**src/sv/jomm_pkg.sv**
```systemverilog
// ----------------------------------------------------------------------------
// jomm_pkg
// Types, constants and arithmetic helpers shared by the joystick motor mixer.
// ----------------------------------------------------------------------------
package jomm_pkg;

	// Fixed-point precision of the 45 degree rotation coefficient.
	localparam int unsigned FRACTION_BITS = 16;

	// round(sqrt(1/2) * 2^FRACTION_BITS), derived from a Q32 value.
	localparam logic [63:0] SQRT_HALF_Q32 = 64'd3037000500;
	localparam logic [63:0] ROT_COEF_FULL =
		(SQRT_HALF_Q32 + (64'd1 << (31 - FRACTION_BITS))) >> (32 - FRACTION_BITS);
	localparam logic [FRACTION_BITS-1:0] ROT_COEF = ROT_COEF_FULL[FRACTION_BITS-1:0];

	// Division of a 16-bit magnitude by 327 as a multiply by a scaled
	// reciprocal; exact for every magnitude up to 32768.
	localparam int unsigned   DIV_SHIFT = 23;
	localparam logic [14:0]   DIV_RECIP = 15'd25654;

	// Event type codes and the init flag position.
	localparam logic [7:0] EV_BUTTON = 8'd1;
	localparam logic [7:0] EV_AXIS   = 8'd2;
	localparam int unsigned EV_INIT_BIT = 7;

	typedef enum logic [2:0] {
		REG_LEFT_X_AXIS  = 3'd0,
		REG_LEFT_Y_AXIS  = 3'd1,
		REG_RIGHT_X_AXIS = 3'd2,
		REG_STOP_BUTTON  = 3'd3,
		REG_AXIS_COUNT   = 3'd4,
		REG_BUTTON_COUNT = 3'd5,
		REG_DEADBAND     = 3'd6,
		REG_PWM_RANGE    = 3'd7
	} cfg_reg_t;

	typedef struct packed {
		logic [7:0] left_x_axis;
		logic [7:0] left_y_axis;
		logic [7:0] right_x_axis;
		logic [7:0] stop_button;
		logic [7:0] axis_count;
		logic [7:0] button_count;
		logic [6:0] deadband;
		logic [6:0] pwm_range;
	} cfg_t;

	// Stick values and stop flag as they stand after one event.
	typedef struct packed {
		logic signed [7:0] left_x;
		logic signed [7:0] left_y;
		logic signed [7:0] right_x;
		logic              stop;
	} sticks_t;

	typedef struct packed {
		logic [6:0] neg;
		logic [6:0] pos;
	} hbridge_t;

	// Signed value times sqrt(1/2), truncated toward zero.
	function automatic logic signed [8:0] rotate45(input logic signed [8:0] d);
		logic [7:0]                   mag;
		logic [FRACTION_BITS+7:0]     prod;
		logic [7:0]                   r;
		mag  = d[8] ? 8'(-d) : d[7:0];
		prod = (FRACTION_BITS+8)'(mag) * (FRACTION_BITS+8)'(ROT_COEF);
		r    = prod[FRACTION_BITS+7:FRACTION_BITS];
		return d[8] ? -$signed({1'b0, r}) : $signed({1'b0, r});
	endfunction

	// Deadband, saturation and direction select for one H-bridge.
	function automatic hbridge_t drive_motor(input logic signed [8:0] v,
			input logic [6:0] deadband, input logic [6:0] pwm_range);
		logic [7:0] mag;
		logic [7:0] sat;
		hbridge_t   h;
		mag   = v[8] ? 8'(-v) : v[7:0];
		sat   = (mag > {1'b0, pwm_range}) ? {1'b0, pwm_range} : mag;
		h.neg = 7'd0;
		h.pos = 7'd0;
		if (mag >= {1'b0, deadband}) begin
			if (v > 9'sd0) begin
				h.pos = sat[6:0];
			end else begin
				h.neg = sat[6:0];
			end
		end
		return h;
	endfunction

endpackage

```
**src/sv/jomm_cfg.sv**
```systemverilog
// ----------------------------------------------------------------------------
// jomm_cfg
// Configuration register file of the joystick motor mixer.
// ----------------------------------------------------------------------------
module jomm_cfg (
	input  logic             clk,
	input  logic             arst_n,
	input  logic             cfg_we,
	input  logic [2:0]       cfg_index,
	input  logic [7:0]       cfg_data,
	output jomm_pkg::cfg_t   cfg
);
	import jomm_pkg::*;

	cfg_t cfg_q;

	always_ff @(posedge clk or negedge arst_n) begin
		if (!arst_n) begin
			cfg_q.left_x_axis  <= 8'd0;
			cfg_q.left_y_axis  <= 8'd1;
			cfg_q.right_x_axis <= 8'd2;
			cfg_q.stop_button  <= 8'd14;
			cfg_q.axis_count   <= 8'd27;
			cfg_q.button_count <= 8'd19;
			cfg_q.deadband     <= 7'd5;
			cfg_q.pwm_range    <= 7'd20;
		end else if (cfg_we) begin
			unique case (cfg_reg_t'(cfg_index))
				REG_LEFT_X_AXIS:  cfg_q.left_x_axis  <= cfg_data;
				REG_LEFT_Y_AXIS:  cfg_q.left_y_axis  <= cfg_data;
				REG_RIGHT_X_AXIS: cfg_q.right_x_axis <= cfg_data;
				REG_STOP_BUTTON:  cfg_q.stop_button  <= cfg_data;
				REG_AXIS_COUNT:   cfg_q.axis_count   <= cfg_data;
				REG_BUTTON_COUNT: cfg_q.button_count <= cfg_data;
				REG_DEADBAND:     cfg_q.deadband     <= cfg_data[6:0];
				REG_PWM_RANGE:    cfg_q.pwm_range    <= cfg_data[6:0];
			endcase
		end
	end

	assign cfg = cfg_q;

endmodule

```
**src/sv/jomm_event.sv**
```systemverilog
// ----------------------------------------------------------------------------
// jomm_event
// Input register, axis scaling and stick state update. Passes a snapshot of
// the stick state after each event without the init flag to the mixing stage.
// ----------------------------------------------------------------------------
module jomm_event (
	input  logic              clk,
	input  logic              arst_n,
	input  jomm_pkg::cfg_t    cfg,
	input  logic              in_valid,
	output logic              in_stall,
	input  logic [7:0]        req_type,
	input  logic [7:0]        event_number,
	input  logic signed [15:0] event_value,
	output logic              snap_valid,
	input  logic              snap_ready,
	output jomm_pkg::sticks_t snap
);
	import jomm_pkg::*;

	logic              valid_s1;
	logic [7:0]        type_s1;
	logic [7:0]        num_s1;
	logic signed [15:0] val_s1;

	logic              valid_s2;
	sticks_t           sticks_s2;
	sticks_t           state_q;
	sticks_t           state_next;

	logic              en_s1;
	logic              en_s2;
	logic [15:0]       val_mag;
	logic [30:0]       quot_prod;
	logic [7:0]        quot;
	logic signed [7:0] scaled;
	logic              axis_hit;

	assign en_s2    = !valid_s2 || snap_ready;
	assign en_s1    = !valid_s1 || en_s2;
	assign in_stall = !en_s1;

	// Init events are swallowed here; every beat that reaches stage one
	// produces a result.
	always_ff @(posedge clk or negedge arst_n) begin
		if (!arst_n) begin
			valid_s1 <= 1'b0;
		end else if (en_s1) begin
			valid_s1 <= in_valid && !req_type[EV_INIT_BIT];
		end
	end

	always_ff @(posedge clk) begin
		if (en_s1 && in_valid) begin
			type_s1 <= req_type;
			num_s1  <= event_number;
			val_s1  <= event_value;
		end
	end

	always_comb begin
		val_mag   = val_s1[15] ? 16'(-val_s1) : val_s1;
		quot_prod = 31'(val_mag) * 31'(DIV_RECIP);
		quot      = quot_prod[30:DIV_SHIFT];
		scaled    = val_s1[15] ? -$signed(quot) : $signed(quot);
		axis_hit  = (type_s1 == EV_AXIS) && (num_s1 < cfg.axis_count);

		state_next = state_q;
		if (axis_hit && num_s1 == cfg.left_x_axis) begin
			state_next.left_x = scaled;
		end
		if (axis_hit && num_s1 == cfg.left_y_axis) begin
			state_next.left_y = scaled;
		end
		if (axis_hit && num_s1 == cfg.right_x_axis) begin
			state_next.right_x = scaled;
		end
		if (type_s1 == EV_BUTTON && num_s1 < cfg.button_count
				&& num_s1 == cfg.stop_button) begin
			state_next.stop = (val_s1 == 16'sd1);
		end
	end

	always_ff @(posedge clk or negedge arst_n) begin
		if (!arst_n) begin
			state_q  <= '0;
			valid_s2 <= 1'b0;
		end else if (en_s2) begin
			valid_s2 <= valid_s1;
			if (valid_s1) begin
				state_q <= state_next;
			end
		end
	end

	always_ff @(posedge clk) begin
		if (en_s2 && valid_s1) begin
			sticks_s2 <= state_next;
		end
	end

	assign snap_valid = valid_s2;
	assign snap       = sticks_s2;

endmodule

```
**src/sv/jomm_mix.sv**
```systemverilog
// ----------------------------------------------------------------------------
// jomm_mix
// 45 degree rotation of the left stick, H-bridge drive mapping for all four
// motors and the result register.
// ----------------------------------------------------------------------------
module jomm_mix (
	input  logic              clk,
	input  logic              arst_n,
	input  jomm_pkg::cfg_t    cfg,
	input  logic              snap_valid,
	output logic              snap_ready,
	input  jomm_pkg::sticks_t snap,
	output logic              out_valid,
	input  logic              out_stall,
	output logic [6:0]        motor1_rev,
	output logic [6:0]        motor1_fwd,
	output logic [6:0]        motor2_rev,
	output logic [6:0]        motor2_fwd,
	output logic [6:0]        motor3_rev,
	output logic [6:0]        motor3_fwd,
	output logic [6:0]        motor4_fwd,
	output logic [6:0]        motor4_rev,
	output logic              stop_request
);
	import jomm_pkg::*;

	logic              out_valid_q;
	logic              en_out;
	logic signed [8:0] lx;
	logic signed [8:0] ly;
	logic signed [8:0] rot_x;
	logic signed [8:0] rot_y;
	hbridge_t          m1;
	hbridge_t          m2;
	hbridge_t          m34;
	hbridge_t          m1_q;
	hbridge_t          m2_q;
	hbridge_t          m34_q;
	logic              stop_q;

	assign en_out     = !out_valid_q || !out_stall;
	assign snap_ready = en_out;

	always_comb begin
		lx    = 9'(snap.left_x);
		ly    = 9'(snap.left_y);
		rot_x = rotate45(ly - lx);
		rot_y = rotate45(lx + ly);
		m1    = drive_motor(rot_y, cfg.deadband, cfg.pwm_range);
		m2    = drive_motor(rot_x, cfg.deadband, cfg.pwm_range);
		m34   = drive_motor(9'(snap.right_x), cfg.deadband, cfg.pwm_range);
	end

	always_ff @(posedge clk or negedge arst_n) begin
		if (!arst_n) begin
			out_valid_q <= 1'b0;
		end else if (en_out) begin
			out_valid_q <= snap_valid;
		end
	end

	always_ff @(posedge clk) begin
		if (en_out && snap_valid) begin
			m1_q   <= m1;
			m2_q   <= m2;
			m34_q  <= m34;
			stop_q <= snap.stop;
		end
	end

	// Motor four is driven in the same sense as motor three, from the same values.
	assign out_valid    = out_valid_q;
	assign motor1_rev   = m1_q.neg;
	assign motor1_fwd   = m1_q.pos;
	assign motor2_rev   = m2_q.neg;
	assign motor2_fwd   = m2_q.pos;
	assign motor3_rev   = m34_q.neg;
	assign motor3_fwd   = m34_q.pos;
	assign motor4_fwd   = m34_q.pos;
	assign motor4_rev   = m34_q.neg;
	assign stop_request = stop_q;

endmodule

```
**src/sv/joystick_omni_motor_mixer.sv**
```systemverilog
// ----------------------------------------------------------------------------
// joystick_omni_motor_mixer
// Joystick event to H-bridge duty mixer for a four-motor omni base.
// ----------------------------------------------------------------------------
// The block accepts one joystick event beat per clock cycle while in_stall is
// low and returns one result beat, the eight H-bridge duty values and the
// stop flag, for every event without the init flag; init events are dropped.
// An event beat passes the input register, after which the axis value is
// scaled and the stick state updated, then the snapshot register, then the
// rotation and drive logic ahead of the result register. Each stage holds
// its beat only while the stage after it is stalled, so a waiting result
// stalls new events only once all three stages hold beats.
module joystick_omni_motor_mixer (
	input  logic               clk,
	input  logic               arst_n,
	input  logic               cfg_we,
	input  logic [2:0]         cfg_index,
	input  logic [7:0]         cfg_data,
	input  logic               in_valid,
	output logic               in_stall,
	input  logic [7:0]         req_type,
	input  logic [7:0]         event_number,
	input  logic signed [15:0] event_value,
	output logic               out_valid,
	input  logic               out_stall,
	output logic [6:0]         motor1_rev,
	output logic [6:0]         motor1_fwd,
	output logic [6:0]         motor2_rev,
	output logic [6:0]         motor2_fwd,
	output logic [6:0]         motor3_rev,
	output logic [6:0]         motor3_fwd,
	output logic [6:0]         motor4_fwd,
	output logic [6:0]         motor4_rev,
	output logic               stop_request
);
	import jomm_pkg::*;

	cfg_t    cfg;
	sticks_t snap;
	logic    snap_valid;
	logic    snap_ready;

	jomm_cfg u_cfg (
		.clk       (clk),
		.arst_n    (arst_n),
		.cfg_we    (cfg_we),
		.cfg_index (cfg_index),
		.cfg_data  (cfg_data),
		.cfg       (cfg)
	);

	jomm_event u_event (
		.clk          (clk),
		.arst_n       (arst_n),
		.cfg          (cfg),
		.in_valid     (in_valid),
		.in_stall     (in_stall),
		.req_type     (req_type),
		.event_number (event_number),
		.event_value  (event_value),
		.snap_valid   (snap_valid),
		.snap_ready   (snap_ready),
		.snap         (snap)
	);

	jomm_mix u_mix (
		.clk          (clk),
		.arst_n       (arst_n),
		.cfg          (cfg),
		.snap_valid   (snap_valid),
		.snap_ready   (snap_ready),
		.snap         (snap),
		.out_valid    (out_valid),
		.out_stall    (out_stall),
		.motor1_rev   (motor1_rev),
		.motor1_fwd   (motor1_fwd),
		.motor2_rev   (motor2_rev),
		.motor2_fwd   (motor2_fwd),
		.motor3_rev   (motor3_rev),
		.motor3_fwd   (motor3_fwd),
		.motor4_fwd   (motor4_fwd),
		.motor4_rev   (motor4_rev),
		.stop_request (stop_request)
	);

endmodule
```
**config.mk**
```make
export PLATFORM = sky130hd
export DESIGN_NAME = joystick_omni_motor_mixer
export DESIGN_NICKNAME = d
export VERILOG_FILES = /design/src/sv/jomm_pkg.sv /design/src/sv/jomm_cfg.sv /design/src/sv/jomm_event.sv /design/src/sv/jomm_mix.sv /design/src/sv/joystick_omni_motor_mixer.sv
export SDC_FILE = /design/constraint.sdc
export NUM_CORES = 1
export LEC_CHECK = 0
export ABC_CLOCK_PERIOD_IN_PS = 11000
export BUFFER_PORTS_ARGS = -buffer_cell sky130_fd_sc_hd__buf_2
export CAP_MARGIN = 15
export CORE_UTILIZATION = 55
export CTS_BUF_LIST = sky130_fd_sc_hd__clkbuf_4
export DETAILED_ROUTE_END_ITERATION = 8
export PLACE_DENSITY = 0.74
export RECOVER_POWER = 25
export SKIP_LAST_GASP = 1
export SYNTH_ARGS = -nofsm -noshare
export SYNTH_HDL_FRONTEND = slang
export SYNTH_SLANG_ARGS = --single-unit
```
**constraint.sdc**
```tcl
create_clock -name clk -period 11 [get_ports clk]
set_input_delay 1.1 -clock clk [delete_from_list [all_inputs] [get_ports clk]]
set_output_delay 1.1 -clock clk [all_outputs]
set_load 0.005 [all_outputs]
```
==> results.cfg, run 1 <==
[place]
place_area_um2 = 19700
place_inst = 2352
portBuffers = 106
hpwl_um = 31600
place_congestion = 0.936
place_ws_ns = 0.684

[cells_and_area]
finish.instance_area_um2 = 20000
layout_common_cells = 325 x ha_1, 247 x inv_1, 128 x nor2_1, 105 x mux2_2, 104 x buf_2
area_growth_pct = 6.26
drive_gt1_share_pct = 16.4
final_common_cell = ha_1
multi_input_area_um2 = 12300
n_fill_cell = 2794
nets = 2376
seq_area_um2 = 5280
final_cells = 2390

[yosys]
syn_avg_cell_area_um2 = 10.2
async_reset_ff_share_pct = 47.4
yosysWarnings = 0
ys_types = 99
synth-xor-area-share_pct = 5.99
synthMuxAreaShare_pct = 7.68
synth_compound_area_share_pct = 11.0
synthAdderAreaFrac_pct = 29.6
synth_seq_cells = 190
yosysSeqAreaShare_pct = 28.0
synth_area_um2 = 18800
synthSimpleGateAreaFrac_pct = 11.0
synth-edff-count = 100
synth_top_family_by_area = adder cells
synthCells = 1850
synth_flop_cell = edfxtp_1
synthesis.nets = 2298

[die]
die_y_um = 187
rows = 67
die_x_um = 187
core_um2 = 33600
die_area_um2 = 35000
start_util_pct = 56.0
pin_count = 107

[detailed_routing]
drt_iter0_markers = 607
wl_met1_um = 17100
ant_nets = 0
dr_wl_met2_um = 19500
routed_wl_um = 38500
highest_layer = met4
drtPass1Iterations = 5
wl_per_cell_um = 16.1
vias = 13500
drc = 0
viasPerCell = 5.64
wl_met3_um = 1170

[clocking]
clockRootBuffer = clkbuf_4
cts-hold-fix-buffers = 0
numCtsBuffers = 17
clk_latency_ns = 0.62
clockBufferDepth = 2
cts.sinks = 190
cts_tree = done
path_clk_slew_ns = 0.17
ctsHtreeMaxLevel = 4

[setup_path]
cp_max_fo = 8
cpMostUsedCell = ha_1
slowest_delay_ns = 0.53
path_class = flop to flop
ff2ff_path_depth = 45
worstSetupStartpointType = flop
r2r-start = u_event.snap[9]
crit_required_ns = 11.35
crit_path_start = u_event.snap[9]
cp_data_arrival_time_ns = 10.58
cp_slowest_cell = fa_1
worstSetupEndpointType = flop

[timing]
tightest_slew_ns = 3.97
fin_ws_ns = 0.767
period_share_pct = 93.0
setup_tns_ns = 0
final-max-slew-violation-count = 159
slew_headroom_pct = -165
fin_crit_ns = 10.23
max_freq_ghz = 0.0977
finClkSkew_ns = 0.0405
finalHoldViolCount = 0
rsz0062_at_grt = false
final-setup-viol-count = 0

[global_routing]
grt_pass1_vias = 13800
antenna_found_initial = 1
grt_pass1_wl_um = 65000
grt_overflow = 0
grt_max_degree = 76
grt.total_usage_pct = 22.6

[outcome]
status = finished with violations
violations = max-capacitance violations, max-slew violations

[flow_run]
drv_cap = 3

[min_path]
hp-start = u_event.snap[0]
whs_path_depth = 0
min_path_type = flop to flop
[metal layers]
layer  vias to the layer above  GRT usage [%]
met5                         -              0
met4                         0           5.45
met3                        58           2.83
met2                       254           40.9
met1                      6517           28.5
li1                       6640              -
[synth_stat cells (26+ instances only)]
| cell | n | area share (%) |
|---|---|---|
| mux2_2 | 105 | 6.3 |
| xor2_1 | 54 | 2.5 |
| nand2_1 | 69 | 1.4 |
| a21oi_1 | 61 | 1.6 |
| dfrtp_1 | 74 | 9.8 |
| inv_1 | 247 | 4.9 |
| nor2_1 | 129 | 2.6 |
| fa_1 | 75 | 8.0 |
| ha_1 | 325 | 22 |
| nand2b_1 | 26 | 0.86 |
| a21o_1 | 34 | 1.4 |
| nor3_1 | 27 | 0.72 |
| edfxtp_1 | 100 | 16 |
| clkbuf_1 | 32 | 0.64 |
| xnor2_1 | 66 | 3.1 |
| nand3_1 | 26 | 0.69 |
| o21ai_0 | 54 | 1.4 |
[critical path: cells and delay by family (launching register included)]
kind | cells | cell delay (ns)
DFF | 1 | 0.44
and+or+nand+nor | 12 | 2.46
muxes | 3 | 0.76
buffers and inverters | 4 | 0.23
adders and majority gates | 8 | 2.75
xor gates and xnor gates | 4 | 0.76
AOI/OAI and AO/OA | 14 | 2.55
[flip-flops by register name, summed over array words and instances (netlist names)]
register and flops:
u_event.val_s1 16, u_mix.motor1_rev 7, u_event.snap_valid 1, u_mix.motor2_rev 7, u_event.valid_s1 1, u_cfg.cfg 62
u_event.type_s1 8, u_mix.motor2_fwd 7, u_event.state_q 25, u_mix.motor3_rev 7, u_mix.out_valid 1, u_mix.motor1_fwd 7
u_event.snap 25, u_mix.stop_request 1, u_mix.motor3_fwd 7, u_event.num_s1 8
[metrics by stage]
stage	hold slack, ns	utilization, %
final	0.431	59.5
after global routing	0.447	59.5
after CTS	0.262	59.4
after detailed placement	0.414	58.5
after global placement	0.406	58.5
after floorplan	0.400	-
[worst paths after layout]
kind	end	slack, ns
min in group asynchronous	u_cfg.cfg[24]	0.54
worst max-delay path	u_mix.motor2_rev[3]	0.77
worst min register to register	u_mix.stop_request	0.43
worst max register to register	u_mix.motor2_rev[3]	0.77
max in group asynchronous	u_event.state_q[6]	6.19
worst min-delay path	u_mix.stop_request	0.43
[cells by family after synthesis]
logic type | after synthesis
flip-flops | 190
AND/OR/NAND/NOR | 407
XOR/XNOR | 124
buffers and inverters | 307
multiplexers | 130
adder cells (fa/ha/maj) | 400
AO/OA/AOI/OAI | 292
[layout make-up]
cell class	instances	share of cell area, %
Timing Repair Buffer	118	2.98
Tap cell	448	2.80
Clock buffer	17	0.638
Inverter	248	4.65
Clock inverter	15	0.895
Sequential cell	190	26.4
Antenna cell	1	0.0125
Multi-Input combinational cell	1353	61.6
[timing repair]
| item | 4_1_cts | 5_1_grt |
|---|---|---|
| endpoints found under the setup margin | 0 | 28 |
| resized for setup | 0 | 3 |
| buffers inserted | 0 | 3 |
Power of run 1 is left out: the tool's default activity adds up to more than one toggle a clock period on the data nets, which glitch-free logic cannot reach.
==> inputs of run 2 (changes only) <==
--- a/config.mk
+++ b/config.mk
@@ -8,12 +8,14 @@
 export ABC_CLOCK_PERIOD_IN_PS = 11000
 export BUFFER_PORTS_ARGS = -buffer_cell sky130_fd_sc_hd__buf_2
 export CAP_MARGIN = 15
-export CORE_UTILIZATION = 55
+export CORE_ASPECT_RATIO = 2
+export CORE_UTILIZATION = 35
 export CTS_BUF_LIST = sky130_fd_sc_hd__clkbuf_4
 export DETAILED_ROUTE_END_ITERATION = 8
-export PLACE_DENSITY = 0.74
+export PLACE_DENSITY = 0.52
 export RECOVER_POWER = 25
 export SKIP_LAST_GASP = 1
 export SYNTH_ARGS = -nofsm -noshare
 export SYNTH_HDL_FRONTEND = slang
+export SYNTH_HIERARCHICAL = 1
 export SYNTH_SLANG_ARGS = --single-unit
==> results.cfg, run 2 <==
[outcome]
status = finished with violations
violations = design-rule violations, max-capacitance violations, max-slew violations

[place]
place_ws_ns = 0.363
portBuffers = 106
place_inst = 2603
place_area_um2 = 20100
hpwl_um = 41600
place_congestion = 0.886

[yosys]
synth_seq_cells = 190
synth_flop_cell = edfxtp_1
synth-edff-count = 100
yosysWarnings = 6
yosysTopAreaCell = ha_1
ys_types = 98
async_reset_ff_share_pct = 47.4
synthesis.nets = 2301
synthCells = 1860
synth_common_cells = 327 x ha_1, 230 x inv_1, 101 x mux2_2
netlist.area_leader.share_pct = 21.6
yosysMostFrequentCell = ha_1
syn_avg_cell_area_um2 = 10.2
yosysSeqAreaShare_pct = 27.9
ys_top_cells_by_area = ha_1 22%, edfxtp_1 16%, dfrtp_1 9.8%
synth_area_um2 = 18900

[cells_and_area]
layout_common_cells = 327 x ha_1, 230 x inv_1, 104 x buf_2, 101 x mux2_2, 100 x edfxtp_1
final_common_cell = ha_1
finish.instance_area_um2 = 20500
largest_reg_flops = 62
drive_gt1_share_pct = 16.0
final_cells = 2638
area_growth_pct = 8.07
nets = 2394

[min_path]
min_path_type = flop to flop
hold-path-endpoint = u_mix/stop_request
whs_path_depth = 0
hp-start = u_event/snap[0]

[timing]
fin_crit_ns = 10.38
finClkSkew_ns = 0.0429
fin_ws_ns = 0.618
rsz0062_at_grt = false
period_share_pct = 94.4
finalHoldViolCount = 0
final-max-slew-violation-count = 77
slew_headroom_pct = -176
final-setup-viol-count = 0
max_freq_ghz = 0.0963
setup_tns_ns = 0
tightest_slew_ns = 4.14

[die]
die_y_um = 331
rows = 120
die_x_um = 166
start_util_pct = 35.4
pin_count = 107
core_um2 = 53500
die_area_um2 = 55100

[detailed_routing]
drtPass1Iterations = 9
drc = 5
ant_nets = 0
vias = 13900
wl_per_cell_um = 18.5
drt_iter0_markers = 434
viasPerCell = 5.28
routed_wl_um = 48700

[setup_path]
worstSetupEndpointType = flop
cp_data_arrival_time_ns = 10.78
critPathTopFamily = adder cells
cp_slowest_cell = fa_1
r2r_slack_ns = 0.62
r2r-start = u_event/snap[9]
cp_num_buf_inv = 4
cpMostUsedCell = o21a_1
reg2reg_to = u_mix/motor1_fwd[6]
ff2ff_path_depth = 39
worstSetupStartpointType = flop
crit_required_ns = 11.40
path_class = flop to flop
cp_max_fo = 13
slowest_delay_ns = 0.56

[flow_run]
drv_cap = 1

[global_routing]
grt_pass1_wl_um = 76300
grt_pass1_vias = 14900
antenna_found_initial = 1
grt_overflow = 0
grt_max_degree = 77
grt.total_usage_pct = 18.0

[clocking]
cts.sinks = 190
clk_latency_ns = 0.65
clockBufferDepth = 2
ctsHtreeMaxLevel = 4
cts_tree = done
clockRootBuffer = clkbuf_4
cts-hold-fix-buffers = 0
numCtsBuffers = 17
path_clk_slew_ns = 0.19
-- run 2: cell types whose count changed in the layout (fill, tap and decap cells not counted), moves of 7 or more --
cell	before	now
a21oi_1	61	89
nand2_1	69	83
nand4_1	24	12
o21ai_1	9	16
nand3_1	26	35
and2_1	8	15
xor2_1	54	66
or3_1	6	15
nor2_1	128	91
fa_1	75	66
inv_1	247	230
xnor2_1	63	74
-- run 2: cells by family after synthesis --
logic type | after synthesis | share of synthesized area (%)
AO/OA/AOI/OAI | 337 | 12.6
AND/OR/NAND/NOR | 398 | 11.0
buffers and inverters | 275 | 5.87
XOR/XNOR | 142 | 6.61
multiplexers | 125 | 7.39
flip-flops | 190 | 27.9
adder cells (fa/ha/maj) | 393 | 28.6
-- run 2: area by class of cell --
| class | count | area, um2 |
|---|---|---|
| Tap cell | 671 | 840 |
| Timing Repair Buffer | 118 | 603 |
| Antenna cell | 1 | 2.50 |
| Inverter | 231 | 867 |
| Clock buffer | 17 | 128 |
| Multi-Input combinational cell | 1395 | 12600 |
| Fill cell | 5417 | 33000 |
| Sequential cell | 190 | 5280 |
| Clock inverter | 15 | 175 |
-- run 2: repair_timing --
action | CTS | global route
resized for setup | 0 | 2
setup buffers | 0 | 2
endpoints found under the setup margin | 0 | 14
-- run 2: how the worst max path moves through the flow --
stage / startpoint / depth (start not counted) / slack [ns] / endpoint
final: u_event/snap[9] / 39 / 0.62 / u_mix/motor1_fwd[6]
after global routing: u_event/snap[9] / 39 / 0.02 / u_mix/motor1_fwd[5]
after CTS: u_event/snap[9] / 41 / 0.37 / u_mix/motor1_fwd[0]
after detailed placement: u_event/snap[9] / 41 / 0.36 / u_mix/motor1_fwd[6]
after global placement: u_event/snap[9] / 41 / 0.56 / u_mix/motor1_fwd[0]
after floorplan: u_event/snap[9] / 41 / 1.58 / u_mix/motor1_fwd[0]
-- run 2: metal layers --
metal / routed length [um] / GRT usage [%] / up-vias / share of wire (%)
li1: - / - / 6792 / -
met1: 15800 / 15.0 / 6793 / 32
met2: 29200 / 39.3 / 225 / 60
met3: 935 / 1.80 / 107 / 1.9
met4: 2720 / 10.7 / 0 / 5.6
met5: 0 / 0 / - / 0
-- run 2: through the flow --
step                      utilization, %  hold WS, ns
after detailed placement            37.7        0.419
final                               38.3        0.450
after global routing                38.3        0.456
after CTS                           38.3        0.202
after floorplan                        -        0.400
after global placement              37.7        0.411
Power of run 2 is left out for the same reason.
==> inputs of run 3 (changes only) <==
--- a/config.mk
+++ b/config.mk
@@ -5,14 +5,14 @@
 export SDC_FILE = /design/constraint.sdc
 export NUM_CORES = 1
 export LEC_CHECK = 0
-export ABC_CLOCK_PERIOD_IN_PS = 11000
+export ABC_CLOCK_PERIOD_IN_PS = 10830
 export BUFFER_PORTS_ARGS = -buffer_cell sky130_fd_sc_hd__buf_2
 export CAP_MARGIN = 15
 export CORE_ASPECT_RATIO = 2
-export CORE_UTILIZATION = 35
+export CORE_UTILIZATION = 40
 export CTS_BUF_LIST = sky130_fd_sc_hd__clkbuf_4
 export DETAILED_ROUTE_END_ITERATION = 8
-export PLACE_DENSITY = 0.52
+export PLACE_DENSITY = 0.57
 export RECOVER_POWER = 25
 export SKIP_LAST_GASP = 1
 export SYNTH_ARGS = -nofsm -noshare
==> constraint.sdc (replaced) <==
create_clock -name clk -period 10.83 [get_ports clk]
set_input_delay 1.083 -clock clk [delete_from_list [all_inputs] [get_ports clk]]
set_output_delay 1.083 -clock clk [all_outputs]
set_load 0.005 [all_outputs]
==> results.cfg, run 3 (synthesis results as in run 2) <==
[setup_path]
worstSetupStartpointType = flop
slowest_delay_ns = 0.54
path_class = flop to flop
cp_max_fo = 13
cp_data_arrival_time_ns = 10.58
crit_required_ns = 11.22
cp_slowest_cell = fa_1
worstSetupEndpointType = flop
cpMostUsedCell = o21a_1

[cells_and_area]
nets = 2396
area_growth_pct = 7.96
final_common_cell = ha_1
final_cells = 2596
largest_reg_flops = 62
drive_gt1_share_pct = 16.1
layout_common_cells = 327 x ha_1, 230 x inv_1, 103 x buf_2, 101 x mux2_2, 100 x edfxtp_1
finish.utilization_pct = 43.8

[clocking]
clockBufferDepth = 2
clk_latency_ns = 0.64
ctsHtreeMaxLevel = 4
numCtsBuffers = 17
clockRootBuffer = clkbuf_4
cts.sinks = 190
path_clk_slew_ns = 0.18
cts-hold-fix-buffers = 0
cts_tree = done

[detailed_routing]
ant_nets = 0
routed_wl_um = 47300
drt_iter0_markers = 545
viasPerCell = 5.35
vias = 13900
drtPass1Iterations = 4
wl_per_cell_um = 18.2
drc = 0

[global_routing]
grt_pass1_wl_um = 74600
grt_pass1_vias = 14900
grt_overflow = 0
grt.total_usage_pct = 20.1
antenna_found_initial = 1
grt_max_degree = 65

[timing]
fin_crit_ns = 10.19
rsz0062_at_grt = false
period_share_pct = 94.1
setup_tns_ns = 0
max_freq_ghz = 0.0982
final-setup-viol-count = 0
final-max-slew-violation-count = 65
finalHoldViolCount = 0
finClkSkew_ns = 0.0398
slew_headroom_pct = -128
tightest_slew_ns = 3.43

[die]
die_area_um2 = 48300
core_um2 = 46700
pin_count = 107
start_util_pct = 40.6
die_x_um = 156
rows = 112
die_y_um = 310

[place]
portBuffers = 106
place_inst = 2560
hpwl_um = 39800
place_congestion = 0.912

[outcome]
violations = max-capacitance violations, max-slew violations
status = finished with violations

[flow_run]
drv_cap = 1

[min_path]
min_path_type = flop to flop
[run 3: routing by layer]
layer / up-vias / share of wire [%] / track usage, %
li1: 6805 / - / -
met1: 6776 / 33 / 17.4
met2: 207 / 60 / 42.9
met3: 106 / 1.7 / 1.91
met4: 0 / 5.2 / 11.1
met5: - / 0 / 0
[run 3: area by class of cell]
class / count / area [um2]
fillers: 4529 / 26200
multi-input cells: 1395 / 12600
flip-flops and latches: 190 / 5280
inverters: 231 / 867
well taps: 627 / 785
repair buffers: 120 / 617
clock inverters: 14 / 181
clock buffers: 18 / 135
diodes: 1 / 2.50
[run 3: through the flow]
| step | hold slack, ns | setup WS, ns | area, um2 |
|---|---|---|---|
| finish | 0.447 | 0.642 | 20400 |
| floorplan | 0.400 | 1.41 | 18900 |
| CTS | 0.251 | 0.289 | 20400 |
| detailed placement | 0.413 | 0.304 | 20100 |
| global route | 0.465 | 0.00445 | 20400 |
| global placement | 0.410 | 0.567 | 20100 |
[run 3: critical path, delay by kind of cell (launching register included)]
family                     cells  cell delay [ns]
buffers and inverters          3             0.28
AOI/OAI and AO/OA             14             3.46
muxes                          3             0.74
xor gates and xnor gates       1             0.27
DFF                            1             0.42
adders and majority gates      9             3.44
and+or+nand+nor                8             1.34
[run 3: path summary, 6_finish.rpt]
check                                            to  cells after the start       startpoint  slack (ns)
min in group asynchronous             u_cfg/cfg[16]                      1           arst_n        0.76
worst min register to register   u_mix/stop_request                      0  u_event/snap[0]        0.45
max in group asynchronous       u_event/state_q[11]                      2           arst_n        6.12
worst min-delay path             u_mix/stop_request                      0  u_event/snap[0]        0.45
worst max-delay path            u_mix/motor1_fwd[3]                     38  u_event/snap[9]        0.64
worst max register to register  u_mix/motor1_fwd[3]                     38  u_event/snap[9]        0.64
[run 3: what timing repair did]
action	CTS	global route
hold endpoints to repair	0	0
gates resized for setup	0	4
endpoints found under the setup margin	0	28
setup buffers	0	3
Power of run 3 is left out for the same reason.
